**config.mk**
```make
export PLATFORM = sky130hd
export DESIGN_NAME = chg_log_cell
export DESIGN_NICKNAME = d
export VERILOG_FILES = /design/src/rtl/assert_macros.svh /design/src/rtl/chg_pkg.sv /design/src/rtl/chg_log_cell.sv
export SDC_FILE = /design/constraint.sdc
export NUM_CORES = 2
export LEC_CHECK = 0
export BUFFER_PORTS_ARGS = -buffer_cell sky130_fd_sc_hd__buf_2
export CAP_MARGIN = 20
export CORE_AREA = 8 8 499 501
export CTS_BUF_LIST = sky130_fd_sc_hd__clkbuf_8
export DETAILED_ROUTE_END_ITERATION = 16
export DIE_AREA = 0 0 507 509
export SLEW_MARGIN = 20
export SYNTH_ARGS = -nofsm -noshare
export SYNTH_HDL_FRONTEND = slang
export SYNTH_SLANG_ARGS = --single-unit
```
**constraint.sdc**
```tcl
create_clock -name clk -period 15.1 [get_ports clk]
set_clock_uncertainty 0.1 [all_clocks]
set_input_delay 1.51 -clock clk [delete_from_list [all_inputs] [get_ports clk]]
set_output_delay 1.51 -clock clk [all_outputs]
set_load 0.05 [all_outputs]
```
**src/rtl/assert_macros.svh**
```systemverilog
// assertion macros shared by the charge pipeline files
// no dependencies; define NO_ASSERTIONS to compile them away
`ifndef ASSERT_MACROS_SVH
`define ASSERT_MACROS_SVH
`ifndef NO_ASSERTIONS
// clocked check, switched off while reset is high
`define CHG_ASSERT(label, clk, rst, prop, msg) \
  label: assert property (@(posedge clk) disable iff (rst) prop) else $error(msg);
// clocked check that also holds across reset
`define CHG_ASSERT_NORST(label, clk, prop, msg) \
  label: assert property (@(posedge clk) prop) else $error(msg);
`else
`define CHG_ASSERT(label, clk, rst, prop, msg)
`define CHG_ASSERT_NORST(label, clk, prop, msg)
`endif
`endif

```
**src/rtl/chg_pkg.sv**
```systemverilog
// types, constants and elaboration-time tables of the charge pipeline
// no dependencies; imported by every module of the block
package chg_pkg;

  localparam int OUT_FRAC_BITS_DEF = 10;
  localparam int DIV_STEPS  = 54;
  localparam int SQRT_STEPS = 27;
  localparam int LOG_STEPS  = 24;
  localparam int EXP_STEPS  = 24;
  localparam int CFG_IDX_W  = 3;
  localparam int CFG_DATA_W = 16;

  localparam logic [15:0] TOF_OFFSET_RST = 16'd19883;
  localparam logic [15:0] LIGHT_TIME_RST = 16'd3011;
  localparam logic [15:0] REF_TIME_RST   = 16'd4325;
  localparam logic [12:0] DE_OFFSET_RST  = 13'd80;
  localparam logic [14:0] DE_DIVISOR_RST = 15'd5120;
  localparam logic [14:0] Z_OFFSET_RST   = 15'd0;
  localparam logic [14:0] Z_SLOPE_RST    = 15'd16384;

  typedef enum logic [1:0] {
    ST_OK     = 2'd0,
    ST_LIGHT  = 2'd1,
    ST_ENERGY = 2'd2
  } status_t;

  typedef enum logic [CFG_IDX_W-1:0] {
    CFG_TOF_OFFSET = 3'd0,
    CFG_LIGHT_TIME = 3'd1,
    CFG_REF_TIME   = 3'd2,
    CFG_DE_OFFSET  = 3'd3,
    CFG_DE_DIVISOR = 3'd4,
    CFG_Z_OFFSET   = 3'd5,
    CFG_Z_SLOPE    = 3'd6
  } cfg_idx_t;

  typedef struct packed {
    logic [15:0] tof_time;
    logic [15:0] energy_loss;
  } hit_t;

  typedef struct packed {
    logic [15:0] charge_value;
    status_t     status;
  } result_t;

  // everything one event carries down the row of cells
  typedef struct packed {
    status_t     status;
    logic [16:0] t;       // flight time
    logic [53:0] dq;      // dividend in, quotient out, then sqrt operand
    logic [14:0] rem_d;   // division remainder
    logic [28:0] rem_s;   // sqrt remainder
    logic [26:0] root;    // sqrt result
    logic [31:0] mt;      // log mantissa of flight time
    logic [31:0] mr;      // log mantissa of reference time
    logic [4:0]  nt;
    logic [4:0]  nr;
    logic [23:0] ft;      // log fraction bits
    logic [23:0] fr;
    logic        neg;
    logic [32:0] x13;
    logic [29:0] qe;
    logic [6:0]  ip;      // integer part of exponent, signed
    logic [23:0] frac;
    logic [30:0] acc;     // exp2 fraction product, Q30
    logic [37:0] p;       // velocity factor, Q16
    logic [45:0] pp_lo;
    logic [45:0] pp_hi;
    logic [46:0] q;
    logic [38:0] ql_p;
    logic [37:0] qh_p;
  } pipe_t;

  // floor square root, only used at elaboration
  function automatic logic [63:0] isqrt64(input logic [63:0] v);
    logic [63:0] r;
    logic [63:0] c;
    r = '0;
    for (int i = 31; i >= 0; i--) begin
      c = r | (64'd1 << i);
      if (c * c <= v) r = c;
    end
    return r;
  endfunction

  // 2^(2^-(idx+1)) in Q30, each root taken from the previous one
  function automatic logic [30:0] exp_const(input int idx);
    logic [63:0] c;
    c = isqrt64(64'd2 << 60);
    for (int k = 0; k < idx; k++) c = isqrt64(c << 30);
    return c[30:0];
  endfunction

endpackage

```
**src/rtl/chg_log_cell.sv**
```systemverilog
// one fraction bit of log2 by squaring, for flight and reference time side by side
// depends on chg_pkg
module chg_log_cell import chg_pkg::*; (
  input  logic  clk,
  input  logic  rst,
  input  logic  valid_in,
  input  pipe_t pipe_in,
  output logic  valid_out,
  output pipe_t pipe_out
);

  logic [63:0] sq_t;
  logic [63:0] sq_r;
  logic [32:0] hi_t;
  logic [32:0] hi_r;
  pipe_t       pipe_next;

  always_comb begin
    sq_t = 64'(pipe_in.mt) * 64'(pipe_in.mt);
    sq_r = 64'(pipe_in.mr) * 64'(pipe_in.mr);
    hi_t = sq_t[63:31];
    hi_r = sq_r[63:31];
    pipe_next = pipe_in;
    pipe_next.mt = hi_t[32] ? hi_t[32:1] : hi_t[31:0];
    pipe_next.mr = hi_r[32] ? hi_r[32:1] : hi_r[31:0];
    pipe_next.ft = {pipe_in.ft[22:0], hi_t[32]};
    pipe_next.fr = {pipe_in.fr[22:0], hi_r[32]};
  end

  always_ff @(posedge clk) begin
    if (rst) valid_out <= 1'b0;
    else valid_out <= valid_in;
    pipe_out <= pipe_next;
  end

endmodule

```
==> metrics.json <==
{
  "cp-start-kind": "input port",
  "postCtsHoldBufs": 0,
  "grt_start_max_net_pins": 44,
  "synth_largest_area_cell": "fa_1",
  "timing.critical_path.slowest_stage_cell": "o21ai_0",
  "worstPathRequired_ns": 15.78,
  "detailroute.via_count": 57250,
  "resized_gates_after_cts": 0,
  "synth_area_per_cell_um2": 10.27,
  "synth_async_sr_flop_share": 0,
  "maxCapViolCount": 0,
  "setup.worst_path.start": "pipe_in[485]",
  "io_buffer_count": 1293,
  "number_of_h_tree_levels": 4,
  "post_route_cells_drive_above_1_share": 0.1979,
  "synth_top_cell_area_share": 0.4405,
  "cts.root.buffer_cell": "clkbuf_8",
  "yosys_register_bits": 647,
  "mappedNetlistArea_mm2": 0.07190,
  "grt.total_usage": 0.3275,
  "finalSetupViolCount": 0,
  "final_net_count": 11070,
  "maxSlewHeadroom": 0.2625,
  "worstHoldStart": "pipe_in[217]",
  "worstSetupPathType": "in -> reg",
  "synthMostInstantiatedCell": "inv_1",
  "finalHoldViolations": 0,
  "clk_pin_slew_ns": 0.06,
  "fin_crit_sh": 0.6683,
  "wl_per_cell_um": 34.73,
  "crit_path_end_kind": "flop",
  "outcome": "completed",
  "synth_sequential_area_ratio": 0.1801,
  "antenna_found_initial": 350,
  "grt_pass1_wl_um": 554000,
  "synth-edff-count": 0,
  "die-width_um": 507,
  "synth_fp_nets": 9828,
  "vertical_extent_of_the_die_um": 509,
  "synthesis.yosys.warnings": 0,
  "rows": 181,
  "worst-path-max-fanout": 43,
  "critPathArrivalTime_ns": 10.77,
  "grt_setup_unrepaired": "false",
  "detail_route.wirelength_um": 430500,
  "detailedPlace.worstSlack_ns": 4.299,
  "globalRouteOverflowTotal": 0,
  "gpl.final_weighted_congestion": 1.058,
  "final.setup.tns_ns": 0,
  "drt_iter0_drc": 4457,
  "synth.top_cells.by_area": "fa_1 44%, dfxtp_1 18%, ha_1 10%",
  "vias_per_cell": 4.619,
  "initial_utilization": 0.2978,
  "worst_slew_pin_slew_ns": 1.106,
  "core_region_area_mm2": 0.2414,
  "boundaryPins": 1296,
  "die_area_mm2": 0.2581,
  "post_synth_inst_count": 6999,
  "sink_count": 647,
  "hold_class": "in -> reg",
  "vias_in_the_first_global_route": 60220,
  "drt.antenna.violating_nets": 0,
  "critPathMaxStageDelay_ns": 0.76,
  "dp.final_hpwl_um": 382100,
  "worst_path_most_repeated_cell": "fa_1",
  "cts_inserted_buffers": 131,
  "timing.fmax_mhz": 99.10,
  "clockBufferDepth": 3,
  "final.setup.worst_slack_ns": 5.009,
  "synth.lib_cells_used.distinct": 71,
  "layout_min_cycle_time_ns": 10.09,
  "finish.utilization": 0.3605,
  "synth-main-ff-cell": "dfxtp_1",
  "cts_tree": "done",
  "timing_max_transition_violations_final": 0,
  "synth.cells.most_frequent": "1959 x inv_1, 1582 x fa_1, 647 x dfxtp_1, 598 x ha_1, 565 x nand2_1",
  "area_delta_synth_final_pct": 21.03,
  "post-cts-setup-buffers": 0,
  "drt_pass1_iterations": 6,
  "drcViolationCount": 0
}
[final cells by class]
class,instances,area (um2)
Multi-Input combinational cell,4152,50680
Fill cell,24960,154400
Sequential cell,647,12950
Antenna cell,843,2110
Tap cell,3202,4006
Inverter,1962,7365
Timing Repair Buffer,1350,6899
Clock inverter,76,778.2
Clock buffer,162,2230
[flip-flops by register name, indices dropped and copies added, names as in the netlist]
signal and cells:
valid_out 1, pipe_out 646
[through the flow]
step / instance area, um2 / cells / hold WS [ns]
finish: 87020 / 12390 / 0.5740
global route: 86710 / 12270 / 0.4898
CTS: 84910 / 11550 / 0.4568
global placement: 81900 / 11310 / 1.512
detailed placement: 81900 / 11310 / 1.514
floorplan: 71900 / 6999 / 1.438
[routing by layer]
layer,track usage,part of all wire
met5,0,0.0034
met4,0.3591,0.13
met3,0.1605,0.12
met2,0.5110,0.45
met1,0.2954,0.29
[critical path: cells and delay by family]
kind | cells | cell delay, ns
xor+xnor | 1 | 0.16
buf+inv | 8 | 1.91
simple gates | 3 | 0.41
fa+ha+maj | 9 | 4.44
compound gates | 5 | 1.86
mux | 1 | 0.40
[worst paths after layout]
kind  cells after the start               endpoint  slack (ns)
min                       1  pipe_out[217]$_DFF_P_        0.57
max                      27  pipe_out[478]$_DFF_P_        5.01
[placed cells by master, fill, tap and decap left out, types with 15 or more instances in the layout]
cell / n
inv_1: 1992
fa_1: 1582
buf_2: 1293
diode_2: 843
dfxtp_1: 647
ha_1: 598
nand2_1: 565
and2_1: 462
clkbuf_8: 162
a21oi_1: 128
nor2_1: 115
a21o_1: 81
xor2_1: 79
xnor2_1: 77
o21ai_0: 63
buf_4: 57
mux2_2: 38
nand4_1: 30
o21bai_1: 29
a31o_2: 25
nand3_1: 25
nor3_1: 24
a31oi_1: 21
nor2b_1: 21
or2_2: 19
clkinv_2: 16
and3_1: 15
[kinds of logic after synthesis]
family / share of synthesized area
buf+inv: 0.1152
fa+ha+maj: 0.5445
simple gates: 0.08910
flops: 0.1801
compound gates: 0.04342
xor+xnor: 0.01946
mux: 0.008127
Power is left out: the tool's default activity adds up to more than one toggle a clock period on the data nets, which glitch-free logic cannot reach.
