## src/rtl/assert_macros.svh

```systemverilog
// assertion macros shared by the charge pipeline files
// no dependencies; define NO_ASSERTIONS to compile them away
`ifndef ASSERT_MACROS_SVH
`define ASSERT_MACROS_SVH
`ifndef NO_ASSERTIONS
// clocked check, switched off while reset is high
`define CHG_ASSERT(label, clk, rst, prop, msg) \
  label: assert property (@(posedge clk) disable iff (rst) prop) else $error(msg);
// clocked check that also holds across reset
`define CHG_ASSERT_NORST(label, clk, prop, msg) \
  label: assert property (@(posedge clk) prop) else $error(msg);
`else
`define CHG_ASSERT(label, clk, rst, prop, msg)
`define CHG_ASSERT_NORST(label, clk, prop, msg)
`endif
`endif

```

## src/rtl/chg_pkg.sv

```systemverilog
// types, constants and elaboration-time tables of the charge pipeline
// no dependencies; imported by every module of the block
package chg_pkg;

  localparam int OUT_FRAC_BITS_DEF = 10;
  localparam int DIV_STEPS  = 54;
  localparam int SQRT_STEPS = 27;
  localparam int LOG_STEPS  = 24;
  localparam int EXP_STEPS  = 24;
  localparam int CFG_IDX_W  = 3;
  localparam int CFG_DATA_W = 16;

  localparam logic [15:0] TOF_OFFSET_RST = 16'd19883;
  localparam logic [15:0] LIGHT_TIME_RST = 16'd3011;
  localparam logic [15:0] REF_TIME_RST   = 16'd4325;
  localparam logic [12:0] DE_OFFSET_RST  = 13'd80;
  localparam logic [14:0] DE_DIVISOR_RST = 15'd5120;
  localparam logic [14:0] Z_OFFSET_RST   = 15'd0;
  localparam logic [14:0] Z_SLOPE_RST    = 15'd16384;

  typedef enum logic [1:0] {
    ST_OK     = 2'd0,
    ST_LIGHT  = 2'd1,
    ST_ENERGY = 2'd2
  } status_t;

  typedef enum logic [CFG_IDX_W-1:0] {
    CFG_TOF_OFFSET = 3'd0,
    CFG_LIGHT_TIME = 3'd1,
    CFG_REF_TIME   = 3'd2,
    CFG_DE_OFFSET  = 3'd3,
    CFG_DE_DIVISOR = 3'd4,
    CFG_Z_OFFSET   = 3'd5,
    CFG_Z_SLOPE    = 3'd6
  } cfg_idx_t;

  typedef struct packed {
    logic [15:0] tof_time;
    logic [15:0] energy_loss;
  } hit_t;

  typedef struct packed {
    logic [15:0] charge_value;
    status_t     status;
  } result_t;

  // everything one event carries down the row of cells
  typedef struct packed {
    status_t     status;
    logic [16:0] t;       // flight time
    logic [53:0] dq;      // dividend in, quotient out, then sqrt operand
    logic [14:0] rem_d;   // division remainder
    logic [28:0] rem_s;   // sqrt remainder
    logic [26:0] root;    // sqrt result
    logic [31:0] mt;      // log mantissa of flight time
    logic [31:0] mr;      // log mantissa of reference time
    logic [4:0]  nt;
    logic [4:0]  nr;
    logic [23:0] ft;      // log fraction bits
    logic [23:0] fr;
    logic        neg;
    logic [32:0] x13;
    logic [29:0] qe;
    logic [6:0]  ip;      // integer part of exponent, signed
    logic [23:0] frac;
    logic [30:0] acc;     // exp2 fraction product, Q30
    logic [37:0] p;       // velocity factor, Q16
    logic [45:0] pp_lo;
    logic [45:0] pp_hi;
    logic [46:0] q;
    logic [38:0] ql_p;
    logic [37:0] qh_p;
  } pipe_t;

  // floor square root, only used at elaboration
  function automatic logic [63:0] isqrt64(input logic [63:0] v);
    logic [63:0] r;
    logic [63:0] c;
    r = '0;
    for (int i = 31; i >= 0; i--) begin
      c = r | (64'd1 << i);
      if (c * c <= v) r = c;
    end
    return r;
  endfunction

  // 2^(2^-(idx+1)) in Q30, each root taken from the previous one
  function automatic logic [30:0] exp_const(input int idx);
    logic [63:0] c;
    c = isqrt64(64'd2 << 60);
    for (int k = 0; k < idx; k++) c = isqrt64(c << 30);
    return c[30:0];
  endfunction

endpackage

```

## src/rtl/chg_sqrt_cell.sv

```systemverilog
// one digit of the bitwise square root: two operand bits in, one root bit out
// depends on chg_pkg and assert_macros.svh
`include "assert_macros.svh"
module chg_sqrt_cell import chg_pkg::*; (
  input  logic  clk,
  input  logic  rst,
  input  logic  valid_in,
  input  pipe_t pipe_in,
  output logic  valid_out,
  output pipe_t pipe_out
);

  logic [30:0] rem4;
  logic [30:0] trial;
  logic        ge;
  pipe_t       pipe_next;

  always_comb begin
    rem4 = {pipe_in.rem_s, pipe_in.dq[53:52]};
    trial = {2'b00, pipe_in.root, 2'b01};
    ge = rem4 >= trial;
    pipe_next = pipe_in;
    pipe_next.rem_s = ge ? 29'(rem4 - trial) : rem4[28:0];
    pipe_next.root = {pipe_in.root[25:0], ge};
    pipe_next.dq = {pipe_in.dq[51:0], 2'b00};
  end

  always_ff @(posedge clk) begin
    if (rst) valid_out <= 1'b0;
    else valid_out <= valid_in;
    pipe_out <= pipe_next;
  end

  // remainder never passes twice the partial root
  `CHG_ASSERT(a_rem_bound, clk, rst, valid_out |-> ({1'b0, pipe_out.rem_s} <= {2'b00, pipe_out.root, 1'b0}), "sqrt remainder out of range")

endmodule

```

## config.mk

```make
export PLATFORM = sky130hd
export DESIGN_NAME = chg_sqrt_cell
export DESIGN_NICKNAME = d
export VERILOG_FILES = /design/src/rtl/chg_pkg.sv /design/src/rtl/chg_sqrt_cell.sv
export VERILOG_INCLUDE_DIRS = /design/src /design/src/rtl
export SDC_FILE = /design/constraint.sdc
export NUM_CORES = 1
export LEC_CHECK = 0
export BUFFER_PORTS_ARGS = -buffer_cell sky130_fd_sc_hd__buf_2
export CORE_AREA = 2 2 504 506
export DETAILED_ROUTE_END_ITERATION = 12
export DIE_AREA = 0 0 506 508
export SYNTH_ARGS = -nofsm -noshare
export SYNTH_HDL_FRONTEND = slang
export SYNTH_SLANG_ARGS = --single-unit
export TNS_END_PERCENT = 100
```

## constraint.sdc

```tcl
create_clock -name clk -period 4.4 [get_ports clk]
set_clock_uncertainty 0.15 [all_clocks]
set_input_delay 0.88 -clock clk [delete_from_list [all_inputs] [get_ports clk]]
set_output_delay 0.88 -clock clk [all_outputs]
set_load 0.005 [all_outputs]
```

==> summary.md <==
| Metric | Value |
|---|---|
| Final wirelength | 209.2 mm |
| Iter 0 DRT Violations | 776 |
| Crit. End Element | register |
| Initial antenna violation count | 233 |
| CP max FO | 4 |
| Yosys top cell by area | dfxtp_1 |
| CP peak stage delay | 0.61 ns |
| Pins Over Slew Limit | 0 |
| Mux cell area share after synthesis | 0.005559 |
| Via density | 2.578 |
| Top FF cell, synth | dfxtp_1 |
| Adder and majority gate portion of the synthesized area | 0.02443 |
| Largest family of logic cells by synthesized area | compound AO/OA/AOI/OAI gates |
| Worst-Margin Slew | 0.6817 ns |
| Sink Count | 645 |
| RSZ-0062 raised after global routing | false |
| Post-Synthesis Cells | 946 |
| Clk pin slew, worst setup/hold paths | 0.06 ns |
| Die W | 506 um |
| Worst vdd ir | 0.3040 mV |
| Post-DRT Antenna Nets | 0 |
| Most instantiated library cell after synthesis | dfxtp_1 |
| Sw Pwr | 4672 uW |
| Per-cell routed wire length | 34.85 um |
| Register area share after synthesis | 0.8692 |
| Root Buffer | clkbuf_16 |
| All-Layer GR Usage | 0.1575 |
| Slew HR | 0.5396 |
| Synth-to-layout area growth | 108.8% |
| Port bufs | 1293 |
| Outcome | complete, no violations |
| Synth top area cells | dfxtp_1 (87%), ha_1 (2.4%), a21oi_1 (1.4%), xnor2_1 (1.0%), inv_1 (0.88%) |
| Fin cells | 6002 |
| Filler cells | 28828 |
| Final setup viols | 0 |
| Register bit total from synthesis | 645 |
| I/O Pins | 1296 |
| Clk buf depth | 3 |
| Initial Utilization | 0.05888 |
| Sequential power share | 0.381 |
| Nets | 3213 |
| Final worst-path cycle share | 0.7814 |
| Worst min path class | primary input to register |
| Inst Count DP | 5590 |
| Crit path capture | pipe_out[554] |
| DR DRC count | 0 |
| Largest net degree at the start of global routing | 49 |
| Global-route wire length before repair | 244.5 mm |
| CP Launch Point | pipe_in[506] |
| Final WS setup | 0.9618 ns |
| Dpl ws | 0.3223 ns |
| Clock power frac | 0.504 |
| DR pass1 iterations | 7 |
| Async SR Flop Fraction | 0 |
| Synth top area share | 0.8692 |
| Distinct cells, synth | 49 |
| Fmax | 290.8 MHz |
| Leakage | 0.01397 uW |
| XOR/XNOR Fraction of Synth Area | 0.01592 |
| CP Launch Type | primary input |
| Synth Area in Simple Gates | 0.02678 |
| Setup bufs post-CTS | 0 |
| Crit Path Class | primary input to register |
| Number of global-route vias before repair | 15940 |
| Setup TNS | 0 ns |
| Die span in y | 508 um |
| DP HPWL | 191.2 mm |
| Slowest cell on crit path | o311ai_0 |
| CTS Buf Count | 93 |
| Grt ovf | 0 |
| Syn_area_per_cell | 15.70 um2 |
| Hold-fix buffers, CTS | 216 |
| Synth warn | 0 |
| H-Tree Depth | 3 |
| Comb pwr share | 0.115 |
| Die ar. | 257000 um2 |
| Final hold vios | 0 |
| Post-synth EDFFs | 0 |
| # resized after CTS | 0 |
| Std-Cell Core Area | 252300 um2 |
| Max cap viols | 0 |
| Most numerous cell on the critical path | a21boi_0 |
| CP Cell Sequence | buf_2 > inv_1 > ha_1 > nand2_1 > a21boi_0 > a21boi_0 > o221ai_1 > o311ai_0 > o21ai_0 > xor2_1 > a21oi_1 |
| GP Congestion | 0.9293 |
| Top post-synthesis cells by count | dfxtp_1 (645), a21oi_1 (42), inv_1 (35), nor2_1 (35), ha_1 (29) |
| Crit path time final | 3.438 ns |
| CTS tree | done |
| Cell Rows | 185 |
| Switching fraction of total power | 0.2823 |
| Via Count | 15471 |
| Layout cells sized above 1 | 0.5660 |
| Synth Cell Area | 14860 um2 |
| Req. time, crit path | 4.87 ns |
| Compound-cell area share of the yosys netlist | 0.04279 |
| Pwr/cell area | 533.5 nW/um2 |
| Crit path arrival time | 3.91 ns |
| Cell-internal power | 11880 uW |
power groups by stage:
| stage | Combinational (uW) | Sequential (uW) | Clock (uW) |
|---|---|---|---|
| after floorplan | 253 | 6480 | 0 |
| after global placement | 1730 | 6430 | 0 |
| after detailed placement | 1750 | 6430 | 0 |
| after CTS | 1970 | 6310 | 8770 |
| after global routing | 2090 | 6340 | 8920 |
| final | 1900 | 6310 | 8340 |
state kept, by name, indices dropped and copies added (netlist names):
| register | flops |
|---|---|
| valid_out | 1 |
| pipe_out | 644 |
critical path: cells and delay by family:
| family | cells | cell delay [ns] |
|---|---|---|
| AO/OA/AOI/OAI | 6 | 2.16 |
| adder cells (fa/ha/maj) | 1 | 0.35 |
| XOR/XNOR | 1 | 0.20 |
| AND/OR/NAND/NOR | 1 | 0.12 |
| buffers and inverters | 2 | 0.19 |
stage by stage:
step / cell area (um2) / util / hold WS [ns] / total power (uW)
2_1_floorplan: 14860 / - / 0.7577 / 6734
5_1_grt: 30990 / 0.1228 / 0.02516 / 17340
3_3_place_gp: 25480 / 0.1010 / 0.8338 / 8161
4_1_cts: 30960 / 0.1227 / 0.00004508 / 17060
3_5_place_dp: 25480 / 0.1010 / 0.8336 / 8182
6_report: 31020 / 0.1230 / 0.09990 / 16550
cell usage in the layout, fill, tap and decap left out, types with 20 or more instances in the layout:
master	instances
buf_2	1293
dfxtp_1	645
dlygate4sd3_1	216
clkbuf_16	95
a21oi_1	42
inv_1	35
nor2_1	35
ha_1	29
diode_2	23
o21ai_0	20
worst min-delay path by stage:
stage	start	end	slack, ns	depth (start not counted)
4_1_cts	pipe_in[643]	pipe_out[643]	0.00005	1
5_1_grt	pipe_in[457]	pipe_out[457]	0.03	1
3_5_place_dp	pipe_in[443]	pipe_out[443]	0.83	1
6_report	pipe_in[440]	pipe_out[440]	0.1	1
2_1_floorplan	pipe_in[0]	pipe_out[0]	0.76	0
3_3_place_gp	pipe_in[583]	pipe_out[585]	0.83	1
routing by layer:
metal / vias up / global-route usage / routed length [um]
met2: 1524 / 0.2490 / 91330
met4: 44 / 0.03188 / 6162
met3: 564 / 0.1494 / 43760
met5: - / 0.006481 / 552
li1: 6314 / - / -
met1: 7025 / 0.1476 / 67380
cell families after synthesis:
| kind of cell | Yosys count |
|---|---|
| and+or+nand+nor | 85 |
| buffers and inverters | 52 |
| DFF | 645 |
| AOI/OAI and AO/OA | 100 |
| muxes | 7 |
| adders and majority gates | 29 |
| xor gates and xnor gates | 27 |
| other | 1 |
area by class of cell:
cell class	count	area, um2	area share
Antenna cell	23	57.56	0.001855
Clock buffer	112	2571	0.08288
Clock inverter	61	754.5	0.02432
Inverter	35	131.4	0.004235
Multi-Input combinational cell	250	1730	0.05578
Sequential cell	645	12910	0.4162
Tap cell	3366	4212	0.1358
Timing Repair Buffer	1510	8653	0.2789
No activity file was read; power rests on OpenSTA's default activity.
