===== src/rtl/assert_macros.svh =====
// assertion macros shared by the charge pipeline files
// no dependencies; define NO_ASSERTIONS to compile them away
`ifndef ASSERT_MACROS_SVH
`define ASSERT_MACROS_SVH
`ifndef NO_ASSERTIONS
// clocked check, switched off while reset is high
`define CHG_ASSERT(label, clk, rst, prop, msg) \
  label: assert property (@(posedge clk) disable iff (rst) prop) else $error(msg);
// clocked check that also holds across reset
`define CHG_ASSERT_NORST(label, clk, prop, msg) \
  label: assert property (@(posedge clk) prop) else $error(msg);
`else
`define CHG_ASSERT(label, clk, rst, prop, msg)
`define CHG_ASSERT_NORST(label, clk, prop, msg)
`endif
`endif


===== src/rtl/chg_pkg.sv =====
// types, constants and elaboration-time tables of the charge pipeline
// no dependencies; imported by every module of the block
package chg_pkg;

  localparam int OUT_FRAC_BITS_DEF = 10;
  localparam int DIV_STEPS  = 54;
  localparam int SQRT_STEPS = 27;
  localparam int LOG_STEPS  = 24;
  localparam int EXP_STEPS  = 24;
  localparam int CFG_IDX_W  = 3;
  localparam int CFG_DATA_W = 16;

  localparam logic [15:0] TOF_OFFSET_RST = 16'd19883;
  localparam logic [15:0] LIGHT_TIME_RST = 16'd3011;
  localparam logic [15:0] REF_TIME_RST   = 16'd4325;
  localparam logic [12:0] DE_OFFSET_RST  = 13'd80;
  localparam logic [14:0] DE_DIVISOR_RST = 15'd5120;
  localparam logic [14:0] Z_OFFSET_RST   = 15'd0;
  localparam logic [14:0] Z_SLOPE_RST    = 15'd16384;

  typedef enum logic [1:0] {
    ST_OK     = 2'd0,
    ST_LIGHT  = 2'd1,
    ST_ENERGY = 2'd2
  } status_t;

  typedef enum logic [CFG_IDX_W-1:0] {
    CFG_TOF_OFFSET = 3'd0,
    CFG_LIGHT_TIME = 3'd1,
    CFG_REF_TIME   = 3'd2,
    CFG_DE_OFFSET  = 3'd3,
    CFG_DE_DIVISOR = 3'd4,
    CFG_Z_OFFSET   = 3'd5,
    CFG_Z_SLOPE    = 3'd6
  } cfg_idx_t;

  typedef struct packed {
    logic [15:0] tof_time;
    logic [15:0] energy_loss;
  } hit_t;

  typedef struct packed {
    logic [15:0] charge_value;
    status_t     status;
  } result_t;

  // everything one event carries down the row of cells
  typedef struct packed {
    status_t     status;
    logic [16:0] t;       // flight time
    logic [53:0] dq;      // dividend in, quotient out, then sqrt operand
    logic [14:0] rem_d;   // division remainder
    logic [28:0] rem_s;   // sqrt remainder
    logic [26:0] root;    // sqrt result
    logic [31:0] mt;      // log mantissa of flight time
    logic [31:0] mr;      // log mantissa of reference time
    logic [4:0]  nt;
    logic [4:0]  nr;
    logic [23:0] ft;      // log fraction bits
    logic [23:0] fr;
    logic        neg;
    logic [32:0] x13;
    logic [29:0] qe;
    logic [6:0]  ip;      // integer part of exponent, signed
    logic [23:0] frac;
    logic [30:0] acc;     // exp2 fraction product, Q30
    logic [37:0] p;       // velocity factor, Q16
    logic [45:0] pp_lo;
    logic [45:0] pp_hi;
    logic [46:0] q;
    logic [38:0] ql_p;
    logic [37:0] qh_p;
  } pipe_t;

  // floor square root, only used at elaboration
  function automatic logic [63:0] isqrt64(input logic [63:0] v);
    logic [63:0] r;
    logic [63:0] c;
    r = '0;
    for (int i = 31; i >= 0; i--) begin
      c = r | (64'd1 << i);
      if (c * c <= v) r = c;
    end
    return r;
  endfunction

  // 2^(2^-(idx+1)) in Q30, each root taken from the previous one
  function automatic logic [30:0] exp_const(input int idx);
    logic [63:0] c;
    c = isqrt64(64'd2 << 60);
    for (int k = 0; k < idx; k++) c = isqrt64(c << 30);
    return c[30:0];
  endfunction

endpackage


===== src/rtl/chg_exp_cell.sv =====
// one fraction bit of exp2: multiply by this cell's root of two when the bit is set
// depends on chg_pkg (exp_const)
module chg_exp_cell import chg_pkg::*; #(
  parameter int IDX = 0
) (
  input  logic  clk,
  input  logic  rst,
  input  logic  valid_in,
  input  pipe_t pipe_in,
  output logic  valid_out,
  output pipe_t pipe_out
);

  localparam logic [30:0] ROOT_C = exp_const(IDX);

  logic [61:0] prod;
  pipe_t       pipe_next;

  always_comb begin
    prod = 62'(pipe_in.acc) * 62'(ROOT_C);
    pipe_next = pipe_in;
    pipe_next.acc = pipe_in.frac[23] ? prod[60:30] : pipe_in.acc;
    pipe_next.frac = {pipe_in.frac[22:0], 1'b0};
  end

  always_ff @(posedge clk) begin
    if (rst) valid_out <= 1'b0;
    else valid_out <= valid_in;
    pipe_out <= pipe_next;
  end

endmodule


===== config.mk =====
export PLATFORM = sky130hd
export DESIGN_NAME = chg_exp_cell
export DESIGN_NICKNAME = d
export VERILOG_FILES = /design/src/rtl/assert_macros.svh /design/src/rtl/chg_pkg.sv /design/src/rtl/chg_exp_cell.sv
export SDC_FILE = /design/constraint.sdc
export NUM_CORES = 1
export LEC_CHECK = 0
export BUFFER_PORTS_ARGS = -buffer_cell sky130_fd_sc_hd__buf_2
export CAP_MARGIN = 10
export CELL_PAD_IN_SITES_DETAIL_PLACEMENT = 0
export CELL_PAD_IN_SITES_GLOBAL_PLACEMENT = 1
export CORE_AREA = 2 2 498 500
export DETAILED_ROUTE_END_ITERATION = 8
export DIE_AREA = 0 0 500 502
export PLACE_DENSITY_LB_ADDON = 0.25
export SETUP_SLACK_MARGIN = 0.2
export SYNTH_ARGS = -nofsm -noshare
export SYNTH_HDL_FRONTEND = slang
export SYNTH_SLANG_ARGS = --single-unit

===== constraint.sdc =====
create_clock -name clk -period 6.81 [get_ports clk]
set_input_delay 0 -clock clk [delete_from_list [all_inputs] [get_ports clk]]
set_output_delay 0 -clock clk [all_outputs]
set_load 0.01 [all_outputs]

==> results of run 1 <==
layer usage:
metal / up-vias / routed length, um / part of all wire, %
li1: 13400 / - / -
met1: 15200 / 119000 / 37
met2: 1651 / 157000 / 48
met3: 518 / 27900 / 8.5
met4: 42 / 21900 / 6.7
met5: - / 523 / 0.16
synth_stat cells (5+ instances only):
master	count
o21ai_0	22
nand3_1	14
o21bai_1	11
a211oi_1	11
inv_1	546
nor2b_1	5
o21a_1	6
nor2_1	28
nand4_1	19
and2_1	9
or3_1	5
a21oi_1	54
ha_1	413
dfxtp_1	646
nand2_1	34
a21o_1	33
o211ai_1	7
xor2_1	33
xnor2_1	19
fa_1	330
mux2_2	22
power by group:
part / internal (mW) / switching (mW) / leakage [nW]
Combinational: 14.7 / 17.8 / 20.1
Sequential: 4.18 / 0.313 / 5.45
Clock: 2.99 / 2.23 / 1.53
worst max path at each step:
stage	to	depth (start not counted)
after floorplan	pipe_out[284]	24
after global placement	pipe_out[279]	26
after global routing	pipe_out[283]	26
final	pipe_out[283]	24
after detailed placement	pipe_out[280]	27
after CTS	pipe_out[280]	28
cells by family after synthesis:
logic type | after synthesis
AO/OA/AOI/OAI | 179
adder cells (fa/ha/maj) | 743
AND/OR/NAND/NOR | 138
flip-flops | 646
XOR/XNOR | 52
other | 1
buffers and inverters | 560
multiplexers | 25
timing repair:
item                                    in CTS  in global routing
gates resized for setup                      0                 47
endpoints found under the setup margin       0                 19
hold buffers                              1011                  0
endpoints found under the hold margin      643                  0
buffers inserted                             0                  4
layout make-up:
type	instances	area [um2]	share of cell area [%]
timing repair buffer	2498	18100	31.8
multi-input combinational	1138	14600	25.6
sequential	646	12900	22.7
tap	3220	4030	7.06
clock buffer	113	2470	4.33
antenna	843	2110	3.70
inverter	546	2050	3.59
clock inverter	55	704	1.24
state kept, by name (all words and copies together) (netlist names):
name	count
pipe_out	645
valid_out	1
through the flow:
| stage | cells | util [%] | setup slack [ps] | total power, mW |
|---|---|---|---|---|
| after floorplan | 2344 | - | 358 | 21.1 |
| after global placement | 7033 | 16.9 | -302 | 36.2 |
| after detailed placement | 7033 | 16.9 | -389 | 35.9 |
| after CTS | 8212 | 22.3 | 226 | 42.0 |
| after global routing | 8901 | 23.1 | 200 | 46.0 |
| final | 9059 | 23.3 | 448 | 42.1 |
==> flow_metrics.tcl, run 1 <==
set metrics [dict create \
    crit_arrival_ps 6940 \
    max_cap_viol_count 0 \
    grt_use_met1_pct 26.3 \
    netlist_top_cells_area "dfxtp_1 44%, fa_1 22%, ha_1 17%" \
    synth_area_per_cell_um2 12.6 \
    cp_common_cell "fa_1" \
    ys_warn_count 0 \
    ys_seq_area_share_pct 43.8 \
    path_cells "dlygate4sd3_1 > buf_2 > ha_2 > inv_1 > fa_1 > fa_1 > inv_1 > fa_1 > inv_1 > fa_1 > inv_1 > fa_1 > fa_1 > ha_1 > ha_4 > nand4_1 > or3_1 > or3_1 > or4b_1 > nand2_4 > o41ai_4 > buf_4 > xnor2_1 > mux2i_1" \
    rsz0062_at_grt "no" \
    slowest_delay_ps 540 \
    postPlaceCellArea_um2 41400 \
    cts_sinks 646 \
    crit_family "adder cells" \
    status "finished clean" \
    synthFlopType "dfxtp_1" \
    tns_ps 0 \
    crit_start "pipe_in[280]" \
    fp.dieW_um 500 \
    synth_simple_gate_area_share_pct 2.44 \
    route.detailed.drc 0 \
    holdPathStages 2 \
    grt_pass1_vias 30700 \
    nFillCells 27100 \
    vdd_drop_max_v 0.00104 \
    drtIter0Drc 1682 \
    layout_min_cycle_time_ps 6360 \
    gp_congestion 1.01 \
    synthesis.instances 2344 \
    crit_required_ps 7390 \
    yosysTopAreaCellShare_pct 43.8 \
    grt.met2_usage_pct 41.8 \
    die_y_um 502 \
    most-common-layout-cells "1292 x buf_2, 1009 x dlygate4sd3_1, 646 x dfxtp_1" \
    synth_adder_area_share_pct 39.9 \
    viasPerCell 3.41 \
    synth_edf_count 0 \
    cp_num_buf_inv 7 \
    grt_busiest_layer "met2" \
    cp-end-kind "register" \
    slew_headroom_pct 19.8 \
    finalInstanceArea_um2 57000 \
    grt_max_degree 37 \
    holdWs_ps 49.5 \
    detail-route-antenna-nets 0 \
    async_flop_share_pct 0 \
    min_from "pipe_in[565]" \
    synth_seq_cells 646 \
    setup_violations 0 \
    period_share_pct 93.4 \
    final_common_cell "buf_2" \
    cts_tree "done" \
    overflow 0 \
    synth_top_area_cell "dfxtp_1" \
    grt_usage_pct 25.3 \
    hold_violations 0 \
    synth_top_family_by_area "adder cells" \
    cp_max_fo 4 \
    p_per_area_nw_per_um2 739 \
    startpoint_type "input pin" \
    core_area_um2 245000 \
    drt_wl_total_um 327000 \
    hold_end "pipe_out[565]" \
    syn_area_um2 29500 \
    drt_pass1_iterations 5 \
    fin_nets 6313 \
    pin_count 1296 \
    initial_core_util_pct 12.0 \
    drt-wirelength-per-cell_um 36.1 \
    power_leakage_nw 27.0 \
    drive_gt1_share_pct 34.1 \
    vias 30900 \
    syn_to_final_growth_pct 93.0 \
    antenna_found_initial 250 \
    root_buffer "clkbuf_16" \
    htreeDepth 3 \
    synth-xor-area-share_pct 1.54 \
    finalMaxSlewViolations 0 \
    dpl.hpwl_um 290000 \
    fp.dieArea_um2 251000 \
    num_rows 182 \
    grt_pass1_wl_um 389000 \
    synth_compound_area_share_pct 4.12 \
    clock_path_buffers 3 \
    fmax_ghz 0.157 \
    clk_pin_slew_ps 60 \
    grt_use_met3_pct 10.3 \
    worstMarginPinSlew_ps 1200 \
    synthMuxAreaShare_pct 0.944 \
    cts_buffers 91 \
    io_buffer_count 1294 \
    crit_path_top_delay_cell "fa_1" \
    hp-class "input pin to register" \
    ys_types 67 \
    synth_nets 3736 \
    critical_path_class "input pin to register" \
]
No activity file was read; power rests on OpenSTA's default activity.
==> run 2: changes to the inputs <==
Settings changed: CTS_CLUSTER_DIAMETER set to 50, PLACE_DENSITY_LB_ADDON 0.25 to 0.1, SLEW_MARGIN set to 5.
==> run 2 against run 1 <==
  * Clock-buffer cell count is 58 higher
  * Setup slack worse by 36 ps
  * Via count is 2.3% lower
  * Non-clock buffer count is 267 higher
  * Die area stayed put
  * Maximum frequency is 0.56% lower
  * Global-route usage is 2.4 points lower
  * First-iteration DRC count is 23% lower
==> flow_metrics.tcl, run 2 (synthesis gave the netlist of run 1 again) <==
set metrics [dict create \
    period_share_pct 93.9 \
    p_clk_share_pct 16.5 \
    nFillCells 26700 \
    critical_path_class "input pin to register" \
    crit_arrival_ps 7000 \
    fin_nets 6629 \
    fmax_ghz 0.156 \
    clk_pin_slew_ps 50 \
    final_common_cell "buf_2" \
    drtIter0Drc 1299 \
    layout_min_cycle_time_ps 6400 \
    rsz0062_at_grt "yes" \
    status "finished clean" \
    slew_headroom_pct 22.1 \
    p_int_mw 23.7 \
    cp_num_buf_inv 10 \
    cp_max_fo 8 \
    cp_common_cell "fa_1" \
    max_cap_viol_count 0 \
    postPlaceCellArea_um2 41700 \
    grt_pass1_wl_um 362000 \
    power_leakage_nw 29.1 \
    htreeDepth 4 \
    cts_sinks 646 \
    drive_gt1_share_pct 34.3 \
    antenna_found_initial 200 \
    fp.dieW_um 500 \
    fin_cells 8895 \
    overflow 0 \
    final_core_util_pct 24.5 \
    worstMarginPinSlew_ps 1170 \
    cts_buffers 140 \
    num_rows 182 \
    drt-wirelength-per-cell_um 32.9 \
    initial_core_util_pct 12.0 \
    power_frac_comb_pct 73.3 \
    gp_congestion 0.924 \
    grt_max_degree 26 \
    dp.cells 7081 \
    syn_to_final_growth_pct 104 \
    vdd_drop_max_v 0.00115 \
    reg_top3 "pipe_out: 645 flops, valid_out: 1 flops" \
    hp-class "input pin to register" \
    setup_violations 0 \
    crit_path_top_delay_cell "dlygate4sd3_1" \
    largest_register_ffs 645 \
    vias 30200 \
    clock_path_buffers 3 \
    drt_pass1_iterations 5 \
    viasPerCell 3.39 \
    detail-route-antenna-nets 0 \
    drt_wl_total_um 293000 \
    route.detailed.drc 0 \
    cp-end-kind "register" \
    startpoint_type "input pin" \
    p_per_area_nw_per_um2 745 \
    die_y_um 502 \
    switchingPower_mw 21.1 \
    most-common-layout-cells "1294 x buf_2, 1232 x dlygate4sd3_1, 646 x dfxtp_1" \
    finalInstanceArea_um2 60200 \
    io_buffer_count 1294 \
    cts_tree "done" \
    fp.dieArea_um2 251000 \
    dpl.hpwl_um 256000 \
    crit_required_ps 7410 \
    power.share.sequential_pct 10.2 \
    worst_slack_ps 413 \
    crit_family "adder cells" \
    pin_count 1296 \
    switching_share_pct 47.0 \
    grt_pass1_vias 32600 \
    root_buffer "clkbuf_16" \
    totalPowerFinal_mw 44.8 \
    finalMaxSlewViolations 0 \
    hold_violations 0 \
    grt_usage_pct 22.8 \
    max_flop_register "pipe_out" \
    core_area_um2 245000 \
    pre_cts_ws_ps -469 \
    slowest_delay_ps 630 \
]
## run 2: path summary, 6_finish.rpt
check,to,startpoint,depth (start not counted)
worst min-delay path,pipe_out[53],pipe_in[53],2
worst max-delay path,pipe_out[271],pipe_in[271],27
## run 2: metal layers
layer / wire length [um] / global-route usage, %
met3: 25400 / 9.48
met5: 260 / 0
met4: 17900 / 13.0
met2: 148000 / 40.0
met1: 102000 / 22.7
## run 2: repair_timing
action	in CTS	in global routing
endpoints found under the hold margin	644	0
resized for setup	0	36
hold buffers	1232	0
endpoints found under the setup margin	0	17
setup buffers	0	2
## run 2: final cells by class
cell class	count	area (um2)	share of cell area [%]
Antenna cell	321	803	1.34
Clock buffer	171	3790	6.30
Timing Repair Buffer	2765	20700	34.3
Clock inverter	88	1310	2.18
Multi-Input combinational cell	1138	14600	24.2
Tap cell	3220	4030	6.70
Inverter	546	2050	3.41
Sequential cell	646	12900	21.5
## run 2: power groups by stage
stage,clock (mW),combinational [mW],sequential [mW]
2_1_floorplan,0,16.6,4.50
3_3_place_gp,0,32.5,4.64
3_5_place_dp,0,32.0,4.63
4_1_cts,7.64,32.9,4.56
5_1_grt,7.80,36.8,4.58
6_report,7.41,32.8,4.57
## run 2: per-stage QoR
step	setup TNS, ps	hold slack (ps)
after floorplan	0	27.7
after global placement	-6200	102
after detailed placement	-5950	104
after CTS	0	0.612
after global routing	0	23.1
final	0	59.1
